`src/rtl/nlp_pkg.sv`:
```
// Shared types and constants for the next lexicographic permutation block.
`timescale 1ns / 1ps
`default_nettype none
package nlp_pkg;

	localparam int MAX_DIGITS_DEF = 10;
	localparam int DIGIT_W        = 4;
	localparam int SEEN_W         = 10;
	localparam int LIMIT_W        = 22;
	localparam int CHAR_W         = 8;

	localparam logic [CHAR_W-1:0] CHAR_ZERO = 8'h30;
	localparam logic [CHAR_W-1:0] CHAR_NINE = 8'h39;

	localparam logic KIND_LOAD = 1'b0;
	localparam logic KIND_NEXT = 1'b1;

	typedef enum logic [1:0] {
		ST_DIGIT  = 2'd0,
		ST_ACCEPT = 2'd1,
		ST_BAD    = 2'd2,
		ST_NONE   = 2'd3
	} status_t;

	typedef enum logic [3:0] {
		S_IDLE,
		S_PIV_INIT,
		S_PIV_SCAN,
		S_SUC_SCAN,
		S_SUC_SWAP,
		S_REV_A,
		S_REV_B,
		S_EMIT,
		S_RESP
	} state_t;

	typedef enum logic [3:0] {
		OP_IDLE,
		OP_ACCEPT,
		OP_PIV_INIT,
		OP_PIV_SCAN,
		OP_SUC_SCAN,
		OP_SUC_SWAP,
		OP_REV_A,
		OP_REV_B,
		OP_EMIT,
		OP_RESP
	} dp_op_t;

	typedef struct packed {
		dp_op_t op;
	} dp_cmd_t;

	typedef struct packed {
		logic is_load;
		logic is_last;
		logic req_fail;
		logic piv_lt;
		logic piv_end;
		logic suc_hit;
		logic rev_more;
		logic emit_last;
		logic out_free;
	} dp_stat_t;

endpackage
`default_nettype wire

```
`src/rtl/nlp_ctrl.sv`:
```
// Sequencing state machine for load, successor search, reversal and readout.
`timescale 1ns / 1ps
`default_nettype none
module nlp_ctrl (
	input  wire logic             clk,
	input  wire logic             arst_n,
	input  wire logic             item_valid,
	input  wire nlp_pkg::dp_stat_t stat,
	output nlp_pkg::dp_cmd_t      cmd,
	output logic                  ready
);
	import nlp_pkg::*;

	state_t state_q;
	state_t state_d;

	always_ff @(posedge clk or negedge arst_n) begin
		if (!arst_n) begin
			state_q <= S_IDLE;
		end else begin
			state_q <= state_d;
		end
	end

	always_comb begin
		state_d = state_q;
		cmd.op  = OP_IDLE;
		ready   = 1'b0;
		unique case (state_q)
			S_IDLE: begin
				ready = 1'b1;
				if (item_valid) begin
					cmd.op = OP_ACCEPT;
					if (stat.is_load) begin
						state_d = stat.is_last ? S_RESP : S_IDLE;
					end else begin
						state_d = stat.req_fail ? S_RESP : S_PIV_INIT;
					end
				end
			end
			S_PIV_INIT: begin
				cmd.op  = OP_PIV_INIT;
				state_d = S_PIV_SCAN;
			end
			S_PIV_SCAN: begin
				cmd.op = OP_PIV_SCAN;
				if (stat.piv_lt) begin
					state_d = S_SUC_SCAN;
				end else if (stat.piv_end) begin
					state_d = S_RESP;
				end
			end
			S_SUC_SCAN: begin
				cmd.op = OP_SUC_SCAN;
				if (stat.suc_hit) begin
					state_d = S_SUC_SWAP;
				end
			end
			S_SUC_SWAP: begin
				cmd.op  = OP_SUC_SWAP;
				state_d = S_REV_A;
			end
			S_REV_A: begin
				cmd.op  = OP_REV_A;
				state_d = stat.rev_more ? S_REV_B : S_EMIT;
			end
			S_REV_B: begin
				cmd.op  = OP_REV_B;
				state_d = S_REV_A;
			end
			S_EMIT: begin
				cmd.op = OP_EMIT;
				if (stat.out_free && stat.emit_last) begin
					state_d = S_IDLE;
				end
			end
			S_RESP: begin
				cmd.op = OP_RESP;
				if (stat.out_free) begin
					state_d = S_IDLE;
				end
			end
			default: begin
				state_d = S_IDLE;
			end
		endcase
	end

endmodule
`default_nettype wire

```
`src/rtl/nlp_dpath.sv`:
```
// Digit store, load bookkeeping, scan pointers and the result word register.
`timescale 1ns / 1ps
`default_nettype none
module nlp_dpath #(
	parameter int MAX_DIGITS = nlp_pkg::MAX_DIGITS_DEF
) (
	input  wire logic                           clk,
	input  wire logic                           arst_n,
	input  wire nlp_pkg::dp_cmd_t               cmd,
	output nlp_pkg::dp_stat_t                   stat,
	input  wire logic                           kind,
	input  wire logic [nlp_pkg::CHAR_W-1:0]     char_code,
	input  wire logic                           last_char,
	input  wire logic                           cfg_we,
	input  wire logic [nlp_pkg::LIMIT_W-1:0]    cfg_wdata,
	input  wire logic                           result_stall,
	output logic                                result_valid,
	output nlp_pkg::status_t                    status,
	output logic [nlp_pkg::DIGIT_W-1:0]         digit,
	output logic                                last_of_run
);
	import nlp_pkg::*;

	localparam int IDX_W = $clog2(MAX_DIGITS);
	localparam int CNT_W = $clog2(MAX_DIGITS + 1);

	logic [DIGIT_W-1:0] store_q [MAX_DIGITS];

	// Load bookkeeping and configuration.
	logic [CNT_W-1:0]   cnt_q;
	logic [SEEN_W-1:0]  seen_q;
	logic               bad_q;
	logic               valid_q;
	logic               open_q;
	logic [LIMIT_W-1:0] emitted_q;
	logic [LIMIT_W-1:0] limit_q;
	logic               out_valid_q;

	// Scan pointers and held values.
	logic [IDX_W-1:0]   k_q;
	logic [IDX_W-1:0]   piv_q;
	logic [IDX_W-1:0]   lo_q;
	logic [IDX_W-1:0]   hi_q;
	logic [DIGIT_W-1:0] cur_q;
	logic [DIGIT_W-1:0] piv_val_q;
	logic [DIGIT_W-1:0] tmp_q;
	logic               pend_q;
	status_t            resp_q;
	status_t            out_status_q;
	logic [DIGIT_W-1:0] out_digit_q;
	logic               out_last_q;

	logic [CNT_W-1:0]   eff_cnt;
	logic [SEEN_W-1:0]  eff_seen;
	logic               eff_bad;
	logic               is_digit;
	logic [DIGIT_W-1:0] char_val;
	logic [SEEN_W-1:0]  seen_shift;
	logic               char_bad;
	logic               new_bad;
	logic               do_store;
	logic [IDX_W-1:0]   cnt_m1;
	logic [IDX_W-1:0]   k_m1;
	logic [IDX_W-1:0]   rd_idx;
	logic [DIGIT_W-1:0] rd_data;
	logic               wr_en;
	logic [IDX_W-1:0]   wr_idx;
	logic [DIGIT_W-1:0] wr_data;
	logic               out_free;
	logic               out_load;

	// A load word that opens a new string sees cleared bookkeeping.
	assign eff_cnt    = open_q ? cnt_q : '0;
	assign eff_seen   = open_q ? seen_q : '0;
	assign eff_bad    = open_q ? bad_q : 1'b0;
	assign is_digit   = (char_code >= CHAR_ZERO) && (char_code <= CHAR_NINE);
	assign char_val   = DIGIT_W'(char_code - CHAR_ZERO);
	assign seen_shift = eff_seen >> char_val;
	assign char_bad   = (eff_cnt >= CNT_W'(MAX_DIGITS)) || !is_digit || seen_shift[0];
	assign new_bad    = eff_bad || char_bad;
	assign do_store   = !char_bad;

	assign cnt_m1  = IDX_W'(cnt_q - CNT_W'(1));
	assign k_m1    = k_q - IDX_W'(1);
	assign rd_data = store_q[rd_idx];

	assign out_free = !out_valid_q || !result_stall;

	always_comb begin
		unique case (cmd.op)
			OP_PIV_INIT: rd_idx = cnt_m1;
			OP_PIV_SCAN: rd_idx = k_m1;
			OP_REV_A:    rd_idx = lo_q;
			OP_REV_B:    rd_idx = hi_q;
			default:     rd_idx = k_q;
		endcase
	end

	always_comb begin
		wr_en   = 1'b0;
		wr_idx  = k_q;
		wr_data = piv_val_q;
		out_load = 1'b0;
		unique case (cmd.op)
			OP_ACCEPT: begin
				wr_en   = (kind == KIND_LOAD) && do_store;
				wr_idx  = eff_cnt[IDX_W-1:0];
				wr_data = char_val;
			end
			OP_SUC_SCAN: begin
				wr_en   = rd_data > piv_val_q;
				wr_idx  = piv_q;
				wr_data = rd_data;
			end
			OP_SUC_SWAP: begin
				wr_en   = 1'b1;
				wr_idx  = k_q;
				wr_data = piv_val_q;
			end
			OP_REV_A: begin
				// Finish the previous swap by writing the old low digit high.
				wr_en   = pend_q;
				wr_idx  = hi_q + IDX_W'(1);
				wr_data = tmp_q;
			end
			OP_REV_B: begin
				wr_en   = 1'b1;
				wr_idx  = lo_q;
				wr_data = rd_data;
			end
			OP_EMIT: out_load = out_free;
			OP_RESP: out_load = out_free;
			default: ;
		endcase
	end

	always_comb begin
		stat.is_load   = kind == KIND_LOAD;
		stat.is_last   = last_char;
		stat.req_fail  = open_q || !valid_q || (cnt_q < CNT_W'(2)) || (emitted_q >= limit_q);
		stat.piv_lt    = rd_data < cur_q;
		stat.piv_end   = k_m1 == '0;
		stat.suc_hit   = rd_data > piv_val_q;
		stat.rev_more  = lo_q < hi_q;
		stat.emit_last = k_q == cnt_m1;
		stat.out_free  = out_free;
	end

	always_ff @(posedge clk) begin
		if (wr_en) begin
			store_q[wr_idx] <= wr_data;
		end
	end

	always_ff @(posedge clk or negedge arst_n) begin
		if (!arst_n) begin
			cnt_q       <= '0;
			seen_q      <= '0;
			bad_q       <= 1'b0;
			valid_q     <= 1'b0;
			open_q      <= 1'b0;
			emitted_q   <= '0;
			limit_q     <= '0;
			out_valid_q <= 1'b0;
		end else begin
			if (cfg_we) begin
				limit_q <= cfg_wdata;
			end
			if ((cmd.op == OP_ACCEPT) && (kind == KIND_LOAD)) begin
				open_q  <= !last_char;
				bad_q   <= new_bad;
				valid_q <= last_char && !new_bad;
				cnt_q   <= eff_cnt + CNT_W'(do_store);
				seen_q  <= do_store ? (eff_seen | (SEEN_W'(1) << char_val)) : eff_seen;
				if (!open_q) begin
					emitted_q <= '0;
				end
			end
			if ((cmd.op == OP_PIV_SCAN) && stat.piv_lt) begin
				emitted_q <= emitted_q + LIMIT_W'(1);
			end
			if (out_load) begin
				out_valid_q <= 1'b1;
			end else if (!result_stall) begin
				out_valid_q <= 1'b0;
			end
		end
	end

	always_ff @(posedge clk) begin
		unique case (cmd.op)
			OP_ACCEPT: begin
				if (kind == KIND_LOAD) begin
					resp_q <= new_bad ? ST_BAD : ST_ACCEPT;
				end else begin
					resp_q <= ST_NONE;
				end
			end
			OP_PIV_INIT: begin
				cur_q <= rd_data;
				k_q   <= cnt_m1;
			end
			OP_PIV_SCAN: begin
				if (stat.piv_lt) begin
					piv_q     <= k_m1;
					piv_val_q <= rd_data;
					k_q       <= cnt_m1;
				end else begin
					cur_q  <= rd_data;
					k_q    <= k_m1;
					resp_q <= ST_NONE;
				end
			end
			OP_SUC_SCAN: begin
				if (!stat.suc_hit) begin
					k_q <= k_m1;
				end
			end
			OP_SUC_SWAP: begin
				lo_q   <= piv_q + IDX_W'(1);
				hi_q   <= cnt_m1;
				pend_q <= 1'b0;
			end
			OP_REV_A: begin
				pend_q <= 1'b0;
				if (stat.rev_more) begin
					tmp_q <= rd_data;
				end else begin
					k_q <= '0;
				end
			end
			OP_REV_B: begin
				lo_q   <= lo_q + IDX_W'(1);
				hi_q   <= hi_q - IDX_W'(1);
				pend_q <= 1'b1;
			end
			OP_EMIT: begin
				if (out_free) begin
					out_status_q <= ST_DIGIT;
					out_digit_q  <= rd_data;
					out_last_q   <= stat.emit_last;
					k_q          <= k_q + IDX_W'(1);
				end
			end
			OP_RESP: begin
				if (out_free) begin
					out_status_q <= resp_q;
					out_digit_q  <= '0;
					out_last_q   <= 1'b1;
				end
			end
			default: ;
		endcase
	end

	assign result_valid = out_valid_q;
	assign status       = out_status_q;
	assign digit        = out_digit_q;
	assign last_of_run  = out_last_q;

endmodule
`default_nettype wire

```
`src/rtl/next_lexicographic_permutation.sv`:
```
// Top level: next lexicographic permutation of a loaded decimal digit string.
//
//   channel  | handshake                  | word contents
//   item     | item_valid / item_stall    | kind, char_code, last_char
//   result   | result_valid / result_stall| status, digit, last_of_run
//   config   | cfg_we (no wait)           | cfg_wdata = perm_limit
//
// A load word is taken straight from idle; the last one then posts its response.
// A next request walks the single-read digit store: a pivot search, a successor search
// and swap, a reversal of the suffix by pair swaps, then a readout of the n stored
// digits, one result word each.
// Reset clears all bookkeeping at once; the digit store itself is never cleared.
// A stalled result holds its register, and the sequencer waits at that point.
`timescale 1ns / 1ps
`default_nettype none
module next_lexicographic_permutation #(
	parameter int MAX_DIGITS = nlp_pkg::MAX_DIGITS_DEF
) (
	input  wire logic                        clk,
	input  wire logic                        arst_n,
	input  wire logic                        item_valid,
	output logic                             item_stall,
	input  wire logic                        kind,
	input  wire logic [nlp_pkg::CHAR_W-1:0]  char_code,
	input  wire logic                        last_char,
	output logic                             result_valid,
	input  wire logic                        result_stall,
	output nlp_pkg::status_t                 status,
	output logic [nlp_pkg::DIGIT_W-1:0]      digit,
	output logic                             last_of_run,
	input  wire logic                        cfg_we,
	input  wire logic [nlp_pkg::LIMIT_W-1:0] cfg_wdata
);
	import nlp_pkg::*;

	dp_cmd_t  cmd;
	dp_stat_t stat;
	logic     ready;

	nlp_ctrl u_ctrl (
		.clk        (clk),
		.arst_n     (arst_n),
		.item_valid (item_valid),
		.stat       (stat),
		.cmd        (cmd),
		.ready      (ready)
	);

	nlp_dpath #(
		.MAX_DIGITS (MAX_DIGITS)
	) u_dpath (
		.clk          (clk),
		.arst_n       (arst_n),
		.cmd          (cmd),
		.stat         (stat),
		.kind         (kind),
		.char_code    (char_code),
		.last_char    (last_char),
		.cfg_we       (cfg_we),
		.cfg_wdata    (cfg_wdata),
		.result_stall (result_stall),
		.result_valid (result_valid),
		.status       (status),
		.digit        (digit),
		.last_of_run  (last_of_run)
	);

	assign item_stall = !ready;

`ifndef ASSERT_OFF
	// Every response other than a digit is a one-word run with a zero digit.
	a_single_resp: assert property (@(posedge clk) disable iff (!arst_n)
		result_valid && (status != ST_DIGIT) |-> last_of_run && (digit == '0))
		else $error("non-digit response is not a single zero word");

	// Permutation digits are always decimal.
	a_digit_range: assert property (@(posedge clk) disable iff (!arst_n)
		result_valid && (status == ST_DIGIT) |-> (digit <= DIGIT_W'(9)))
		else $error("permutation digit out of range");

	// A load word that is not the last one never produces a word.
	a_load_quiet: assert property (@(posedge clk) disable iff (!arst_n)
		item_valid && !item_stall && (kind == KIND_LOAD) && !last_char |=> !item_stall)
		else $error("sequencer left idle after a middle load word");
`endif

endmodule
`default_nettype wire

```
`config.mk`:
```
export PLATFORM = sky130hd
export DESIGN_NAME = next_lexicographic_permutation
export DESIGN_NICKNAME = d
export VERILOG_FILES = /design/src/rtl/nlp_pkg.sv /design/src/rtl/nlp_ctrl.sv /design/src/rtl/nlp_dpath.sv /design/src/rtl/next_lexicographic_permutation.sv
export SDC_FILE = /design/constraint.sdc
export NUM_CORES = 1
export LEC_CHECK = 0
export ABC_AREA = 0
export BUFFER_PORTS_ARGS = -buffer_cell sky130_fd_sc_hd__buf_4
export CORE_UTILIZATION = 40
export CTS_BUF_LIST = sky130_fd_sc_hd__clkbuf_8
export CTS_CLUSTER_DIAMETER = 40
export DETAILED_ROUTE_END_ITERATION = 10
export MAX_ROUTING_LAYER = met4
export PLACE_DENSITY_LB_ADDON = 0.15
export SYNTH_ARGS = -nofsm -noshare
export SYNTH_HDL_FRONTEND = slang
export SYNTH_SLANG_ARGS = --single-unit
```
`constraint.sdc`:
```
create_clock -name clk -period 6.55 [get_ports clk]
set_clock_uncertainty 0.05 [all_clocks]
set_input_delay 0.9825 -clock clk [delete_from_list [all_inputs] [get_ports clk]]
set_output_delay 0.9825 -clock clk [all_outputs]
set_load 0.01 [all_outputs]
```
# Yosys cells after proc, flatten, opt, wreduce, memory -nomap -nowiden
# Memories as Yosys holds them, arrays and structs flattened.
# Cells that the tools add are included.
# totals
regBits	104
latchBits	0
inputBits	37
rom_bits	0
mem_bits_rw	40
mem_count	1
# mem_list
name	words	word_bits	rd	rd_ports_with_merged_regs	write_ports	line	text
u_dpath.store_q	10	4	1	0	1	nlp_dpath.sv:27	logic [DIGIT_W-1:0] store_q [MAX_DIGITS];
# op_classes
n_addsub	10
mux	52
bitwise	2
n_reduce_logical	43
div	0
shifts	2
eq_ne	30
n_lt_le_gt_ge	8
multipliers	0
# op_table
cell	n
2-to-1 mux 22 bit	3
2-to-1 mux 4 bit	16
one-hot mux 4 bit (9 select lines)	1
equality test 4 x 3 -> 1 bit, second input constant	8
one-hot mux 4 bit (2 select lines)	4
one-hot mux 4 bit (4 select lines)	2
one-hot mux 4 bit (8 select lines)	1
adder 22 x 1 -> 22 bit, second input constant	1
greater-or-equal comparator 22 bit	1
2-to-1 mux 10 bit	2
one-hot mux 4 bit (5 select lines)	1
adder 4 x 1 -> 4 bit, second input constant	4
equality test 4 x 2 -> 1 bit, second input constant	4
subtractor 4 x 1 -> 4 bit, second input constant	4
equality test 4 bit, second input constant	3
!= test 2 bit, second input constant	6
one-hot mux 4 bit (3 select lines)	1
nonzero test 2 bit	6
2-to-1 mux 1 bit	11
2-to-1 mux 2 bit	5
!= test 2 x 1 -> 1 bit, second input constant	5
bitwise OR 10 bit	1
AND reduction 2 bit	5
OR reduction 2 bit	5
other kinds (24)	47

# Logic depth before layout (Yosys ltp)
# Gate-level depths: netlist of run 1.
# depth
word_depth	10
depth_mapped	21
mapped_depth_nobuf	19

# Cells and area by module
# A second synthesis of run 1 with hierarchy kept.
# unflattened
cells_unflattened	811
hier_area_um2	8147.8
# modules_own_cells
mod	cells_per_inst	area_each_um2	n_inst	seq_area_each_um2
nlp_dpath	762	7767.4	1	3893.7
nlp_ctrl	48	376.6	1	100.1
next_lexicographic_permutation	1	3.8	1	0.0

# Worst setup path after synthesis of run 1
# Ideal clock, no wire load.
# synth_timing
path_type	register to register
startpoint	reg u_dpath.k_q[0]
endpoint	mem u_dpath.store_q[6][0] (enable)
setup_ns	0.361
required_ns	6.139
arrival_time_ns	4.376
setup_slack_ns	1.763
path_buffers	2
path_stages_with_launch	22
cell_sequence	edfxtp_1 buf_4 inv_1 ha_1 or2_0 a32o_1 a221o_1 clkbuf_1 mux4_2 nor2b_1 a211oi_1 a21oi_1 ha_1 nor2b_1 o21ai_0 nand2b_1 a21oi_1 a41o_1 or4_1 nand2_1 nor2_1 nor3_1
# synth_between
elab_chain_len	7
elab_cells_between_ends	8
classes_between	1 x add/sub; 1 x order compare; 5 x mux; 1 x memory
# synth_rtl
element	line	text
start, declared	nlp_dpath.sv:40	logic [IDX_W-1:0] k_q;
start signal, assigned	nlp_dpath.sv:201	k_q <= cnt_m1;
start signal, assigned	nlp_dpath.sv:207	k_q <= cnt_m1;
start signal, assigned	nlp_dpath.sv:210	k_q <= k_m1;
subtractor 4 x 1 -> 4 bit	nlp_dpath.sv:84	assign k_m1 = k_q - IDX_W'(1);
net u_dpath.k_m1[0]	nlp_dpath.sv:63	logic [IDX_W-1:0] k_m1;
one-hot mux 4 bit (4 select lines)	nlp_dpath.sv:90	unique case (cmd.op)
memory read (10 x 4 bit)	--	
net u_dpath.rd_data[1]	nlp_dpath.sv:65	logic [DIGIT_W-1:0] rd_data;
> comparator 4 bit	nlp_dpath.sv:111	wr_en = rd_data > piv_val_q;
one-hot mux 1 bit (4 select lines)	nlp_dpath.sv:104	unique case (cmd.op)
2-to-1 mux 1 bit	nlp_dpath.sv:150	if (wr_en) begin
2-to-1 mux 1 bit (implied by the code)	nlp_dpath.sv:151	store_q[wr_idx] <= wr_data;
end, declared	nlp_dpath.sv:27	
# The timed path passes the listed nets, and every way through them passes these cells.

# Worst setup path after layout of run 1
# layout_timing
startpoint	reg u_dpath.k_q[0]
endpoint	mem u_dpath.store_q[2][2] (enable)
# Same word-level chain as after synthesis.

==> flow_summary.ini, run 1 <==
[cells_and_area]
num-fill-cells = 1901
antenna_cells = 0
area_growth_pct = 11.8
multiInputGateArea_um2 = 3770
drive_gt1_share_pct = 14.4
nets = 904
design_area_um2 = 9080
regArea_um2 = 3990

[yosys]
netlist.area_leader.share_pct = 28.8
ys_warn_count = 0
synthArstFlopShare_pct = 45.8
yosys-top-cells-area = edfxtp_1 29%, dfrtp_1 20%, ha_1 6.5%
synth.most_common_cell = nand2_1
syn_area_um2 = 8120
synth-edff-count = 78
ys_ff_latch = 144
yosysTopAreaCell = edfxtp_1
synth_nets = 865
synth_cell_types = 78
synthCells = 786
synth_commonest_cells = 101 x nand2_1, 78 x edfxtp_1, 66 x dfrtp_1
ys_seq_area_share_pct = 49.2
syn-mean-instance-area_um2 = 10.3
synth_top_flop_cell = edfxtp_1

[clock_network]
cts_tree = built
insertion_delay_ps = 450
cts_root_buf = clkbuf_8
cts_hold_buf = 0
clk_path_buf_depth = 2
post_cts_buffers = 0
cts_max_level = 4
cts.sink_count = 144
cts_buffers = 17
post_cts_resized = 0
path_clk_slew_ps = 80

[sta]
rsz0062_at_grt = false
maxClockFrequency_mhz = 181
post-route-period-util_pct = 84.1
drv_slew = 0
post-route-min-period_ps = 5510
max_slew_margin_pct = 19.6
holdWs_ps = 433
worstMarginPinSlew_ps = 1200
fin_setup_tns_ps = 0
setup_viol = 0
final_hold_viol_count = 0

[setup_path]
cp.required_ps = 6580
cp_data_arrival_time_ps = 5550
path_cells = inv_1, ha_1, or2_0, a32o_1, a221o_1, mux4_2, nor2b_1, a211oi_1, a21oi_1, ha_1, nor2b_1, o21ai_0, nand2b_1, a21oi_1, a41o_1, or4_1, nand2_1, nor2_1, nor3_1
cpPeakStageDelay_ps = 630
criticalPathCategory = reg2reg
worstPathMaxFanout = 12
start_kind = flip-flop
path_buf_inv = 1
critPathSlowestCell = edfxtp_1
cp-end-kind = flip-flop
cp_top_family = simple AND/OR/NAND/NOR gates

[power]
power.density_nw_per_um2 = 275
total_power_w = 0.00249
irDropWorstVdd_uv = 121
p_leak_nw = 3.88

[global_route]
track_usage_pct = 21.4
grt_pass1_wl_um = 32600
grt_start_max_net_pins = 67
grt_pass1_vias = 6110
antenna_found_initial = 0
grt_overflow = 0

[run]
maxCapViolCount = 0

[floorplanning]
dieWidth_um = 144
core_um2 = 19700
io_pins = 46
dieArea_um2 = 20900
rows = 51
die_h_um = 144
initial_core_util_pct = 41.3

[route]
firstDrtPassIters = 5
drc = 0
drt_wl_total_um = 20100
num_vias = 6185
antenna_left = 0
first_iter_violations = 444
routedWlPerCell_um = 18.2
via_per_inst = 5.61

[placed_design]
place_area_um2 = 8680
port_buffers = 45
dp_hpwl_um = 14900
gp_congestion = 0.890

[worst_hold_path]
hp-class = reg2reg

[status]
status = completed
==> final timing paths <==
check | startpoint | end | slack [ps] | cells past startpoint
min in group asynchronous | arst_n | u_dpath.emitted_q[2] | 600 | 1
worst min register to register | u_dpath.seen_q[5] | u_dpath.seen_q[5] | 430 | 2
worst max register to register | u_dpath.k_q[0] | u_dpath.store_q[2][2] | 1040 | 19
max in group asynchronous | arst_n | u_dpath.emitted_q[8] | 5300 | 1
worst min-delay path | u_dpath.seen_q[5] | u_dpath.seen_q[5] | 430 | 2
worst max-delay path | u_dpath.k_q[0] | u_dpath.store_q[2][2] | 1040 | 19
==> layer usage <==
metal / GRT usage (%) / wire, um
met1: 27.3 / 8850
met4: 6.15 / 281
met3: 3.05 / 987
met2: 35.3 / 10000
met5: - / 0
==> kinds of logic (layout without fill, tap and decap cells) <==
kind of cell,count (synthesis),count (layout),share of synthesized area (%)
AND/OR/NAND/NOR,293,293,17.9
AO/OA/AOI/OAI,189,189,16.8
flip-flops,144,144,49.2
buffers and inverters,84,136,4.35
adder cells (fa/ha/maj),42,42,6.47
multiplexers,18,18,3.51
XOR/XNOR,16,16,1.82
==> worst register-to-register path: cells and delay by family (launching register included) <==
| kind | cells | cell delay (ps) |
|---|---|---|
| and+or+nand+nor | 8 | 1740 |
| DFF | 1 | 630 |
| adders and majority gates | 2 | 740 |
| AOI/OAI and AO/OA | 7 | 1530 |
| buffers and inverters | 1 | 120 |
| muxes | 1 | 360 |
==> sequential cells by signal, summed over array words and instances (netlist names), 10 cells and up <==
| register | cells |
|---|---|
| u_dpath.limit_q | 22 |
| u_dpath.seen_q | 10 |
| u_dpath.store_q | 40 |
| u_dpath.emitted_q | 22 |
==> metrics by stage <==
step                setup slack, ps  std cells  utilization, %
floorplan                      1760        786               -
global placement               1280       1071            44.2
detailed placement             1080       1071            44.2
CTS                            1070       1103            46.2
global route                    672       1103            46.2
finish                         1040       1103            46.2
==> cell usage in the layout (no fill, tap or decap), types with 17 or more instances in the layout <==
master	instances
a21oi_1	29
and3_1	26
buf_4	52
clkbuf_8	17
dfrtp_1	66
edfxtp_1	78
ha_1	42
inv_1	52
nand2_1	101
nand3_1	21
nor2_1	53
nor2b_1	20
o21ai_0	56
==> cell type report <==
class | count | share of cell area [%]
Inverter | 52 | 2.15
Sequential cell | 144 | 44.0
Tap cell | 265 | 3.65
Clock inverter | 15 | 1.75
Clock buffer | 17 | 2.58
Timing Repair Buffer | 52 | 4.30
Multi-Input combinational cell | 558 | 41.6
==> where the power goes <==
part / internal, W / total, W / switching [W]
Combinational: 0.000251 / 0.000626 / 0.000376
Sequential: 0.00107 / 0.00115 / 0.0000805
Clock: 0.000343 / 0.000717 / 0.000374
No activity file was read; power rests on OpenSTA's default activity.
==> inputs of run 2 (changes only) <==
Clock period 6.55 ns to 5 ns, I/O delays scaled along.
==> run 2 against run 1 <==
  * Setup slack got worse by 810 ps
  * Cell count up 2.8%
  * Sequential cell count did not move
  * Wire length increased by 1.5%
  * Combinational power increased by 43%
  * Die area did not move
  * Non-clock buffer count rose by 30
  * Total power grew 32%
  * Global-route usage barely moved
  * Design area up 3.5%
  * Clock-buffer cell count unchanged
  * First-iteration DRC count down 23%
  * Critical path type unchanged
==> flow_summary.ini, run 2 (synthesized netlist as in run 1, its figures left out) <==
[status]
status = completed

[route]
drc = 0
routedWlPerCell_um = 18.0
first_iter_violations = 342
antenna_left = 0
drt_wl_total_um = 20400
num_vias = 6347
firstDrtPassIters = 5
via_per_inst = 5.60

[setup_path]
setup.worst_path.start = u_dpath.k_q[1]
cp.required_ps = 5100
start_kind = flip-flop
rr_endpoint = u_dpath.store_q[5][2]
criticalPathCategory = reg2reg
cp_data_arrival_time_ps = 4880
regToRegSetupSlack_ps = 220
path_buf_inv = 1
cp_top_family = simple AND/OR/NAND/NOR gates
critPathSlowestCell = a221o_2
cpPeakStageDelay_ps = 470
cp-end-kind = flip-flop
path_cells = inv_2, ha_1, or2_0, a32o_1, a221o_2, mux4_2, nor2b_1, a211oi_2, a21oi_2, ha_1, nor2b_1, o21ai_0, nand2b_1, a21oi_1, a41o_1, or4_1, nand2_2, or2_2, and3_1
rr_worst_depth = 19
worstPathMaxFanout = 6
r2r-start = u_dpath.k_q[1]

[global_route]
grt.met2_usage_pct = 35.7
antenna_found_initial = 0
track_usage_pct = 21.4
grt_busiest_layer = met2
use_met3_pct = 4.21
grt_start_max_net_pins = 67
grt_pass1_vias = 6320
grt_pass1_wl_um = 32600
grt_overflow = 0
met1_usage_pct = 25.8

[cells_and_area]
regArea_um2 = 3990
postLayoutCoreUtil_pct = 47.8
top_register = u_dpath.store_q
largestRegisters = u_dpath.store_q: 40 flops, u_dpath.emitted_q: 22 flops, u_dpath.limit_q: 22 flops
largest_register_ffs = 40
design_area_um2 = 9390
drive_gt1_share_pct = 18.9
final_cell_mix = 100 x nand2_1, 79 x buf_4, 78 x edfxtp_1
final_common_cell = nand2_1
num-fill-cells = 1895
antenna_cells = 0
area_growth_pct = 15.7
nets = 935
multiInputGateArea_um2 = 3840

[placed_design]
port_buffers = 45
place_area_um2 = 8860
dp_hpwl_um = 14900
pre_cts_ws_ps = 44.3
gp_congestion = 0.972

[floorplanning]
core_um2 = 19700
io_pins = 46
dieArea_um2 = 20900
initial_core_util_pct = 41.3
dieWidth_um = 144
die_h_um = 144
rows = 51

[sta]
holdWs_ps = 349
drv_slew = 0
max_slew_margin_pct = 35.7
setup_viol = 0
rsz0062_at_grt = false
fin_setup_tns_ps = 0
worstMarginPinSlew_ps = 961
post-route-period-util_pct = 95.5
maxClockFrequency_mhz = 209
fin_ws_ps = 224
final_hold_viol_count = 0
post-route-min-period_ps = 4780

[clock_network]
cts_buffers = 17
insertion_delay_ps = 460
cts_root_buf = clkbuf_8
cts_max_level = 4
cts.sink_count = 144
clk_path_buf_depth = 2
cts_tree = built
path_clk_slew_ps = 90

[worst_hold_path]
hp-class = in2async

[power]
power.density_nw_per_um2 = 350
irDropWorstVdd_uv = 205
p_leak_nw = 4.05

[run]
maxCapViolCount = 0
run 2: cell count changes in the layout (fill, tap and decap cells not counted), moves of 3 or more:
cell	change
a211oi_1	-4
a211oi_2	+4
buf_4	+27
clkinv_2	-3
nor3_1	-3
nor3_2	+3
run 2: how the worst max path moves through the flow:
stage,endpoint,slack [ps],depth (start not counted)
after floorplan,u_dpath.store_q[6][0],210,21
after global placement,u_dpath.store_q[7][1],120,20
after detailed placement,u_dpath.store_q[7][2],40,20
after CTS,u_dpath.store_q[7][2],20,20
after global routing,u_ctrl.state_q[0],10,18
final,u_dpath.store_q[5][2],220,19
run 2: layout make-up:
| type | count | share of cell area, % |
|---|---|---|
| sequential | 144 | 42.5 |
| timing repair buffer | 82 | 6.91 |
| multi-input combinational | 559 | 40.9 |
| inverter | 52 | 2.08 |
| clock inverter | 15 | 1.61 |
| tap | 265 | 3.53 |
| clock buffer | 17 | 2.49 |
run 2: metrics by stage:
step	power, W	instances
after CTS	0.00329	1127
after floorplan	0.00205	786
after detailed placement	0.00238	1095
after global routing	0.00347	1134
after global placement	0.00236	1095
final	0.00329	1134
run 2: power breakdown:
group          internal, W  switching (W)
logic             0.000361       0.000537
registers          0.00140      0.0000842
clock network     0.000407       0.000505
run 2: layer usage:
metal,share of wire (%),vias to the layer above
met5,0,-
met4,2.1,0
met3,4.1,34
met2,50,160
met1,44,3138
li1,-,3015
run 2: repair_timing:
| item | in CTS | in global routing |
|---|---|---|
| endpoints found under the setup margin | 4 | 66 |
| pin swaps | 0 | 5 |
| buffers inserted | 0 | 5 |
| hold endpoints to repair | 0 | 0 |
| hold buffers | 0 | 0 |
| gates resized for setup | 1 | 18 |
| cloned | 0 | 2 |
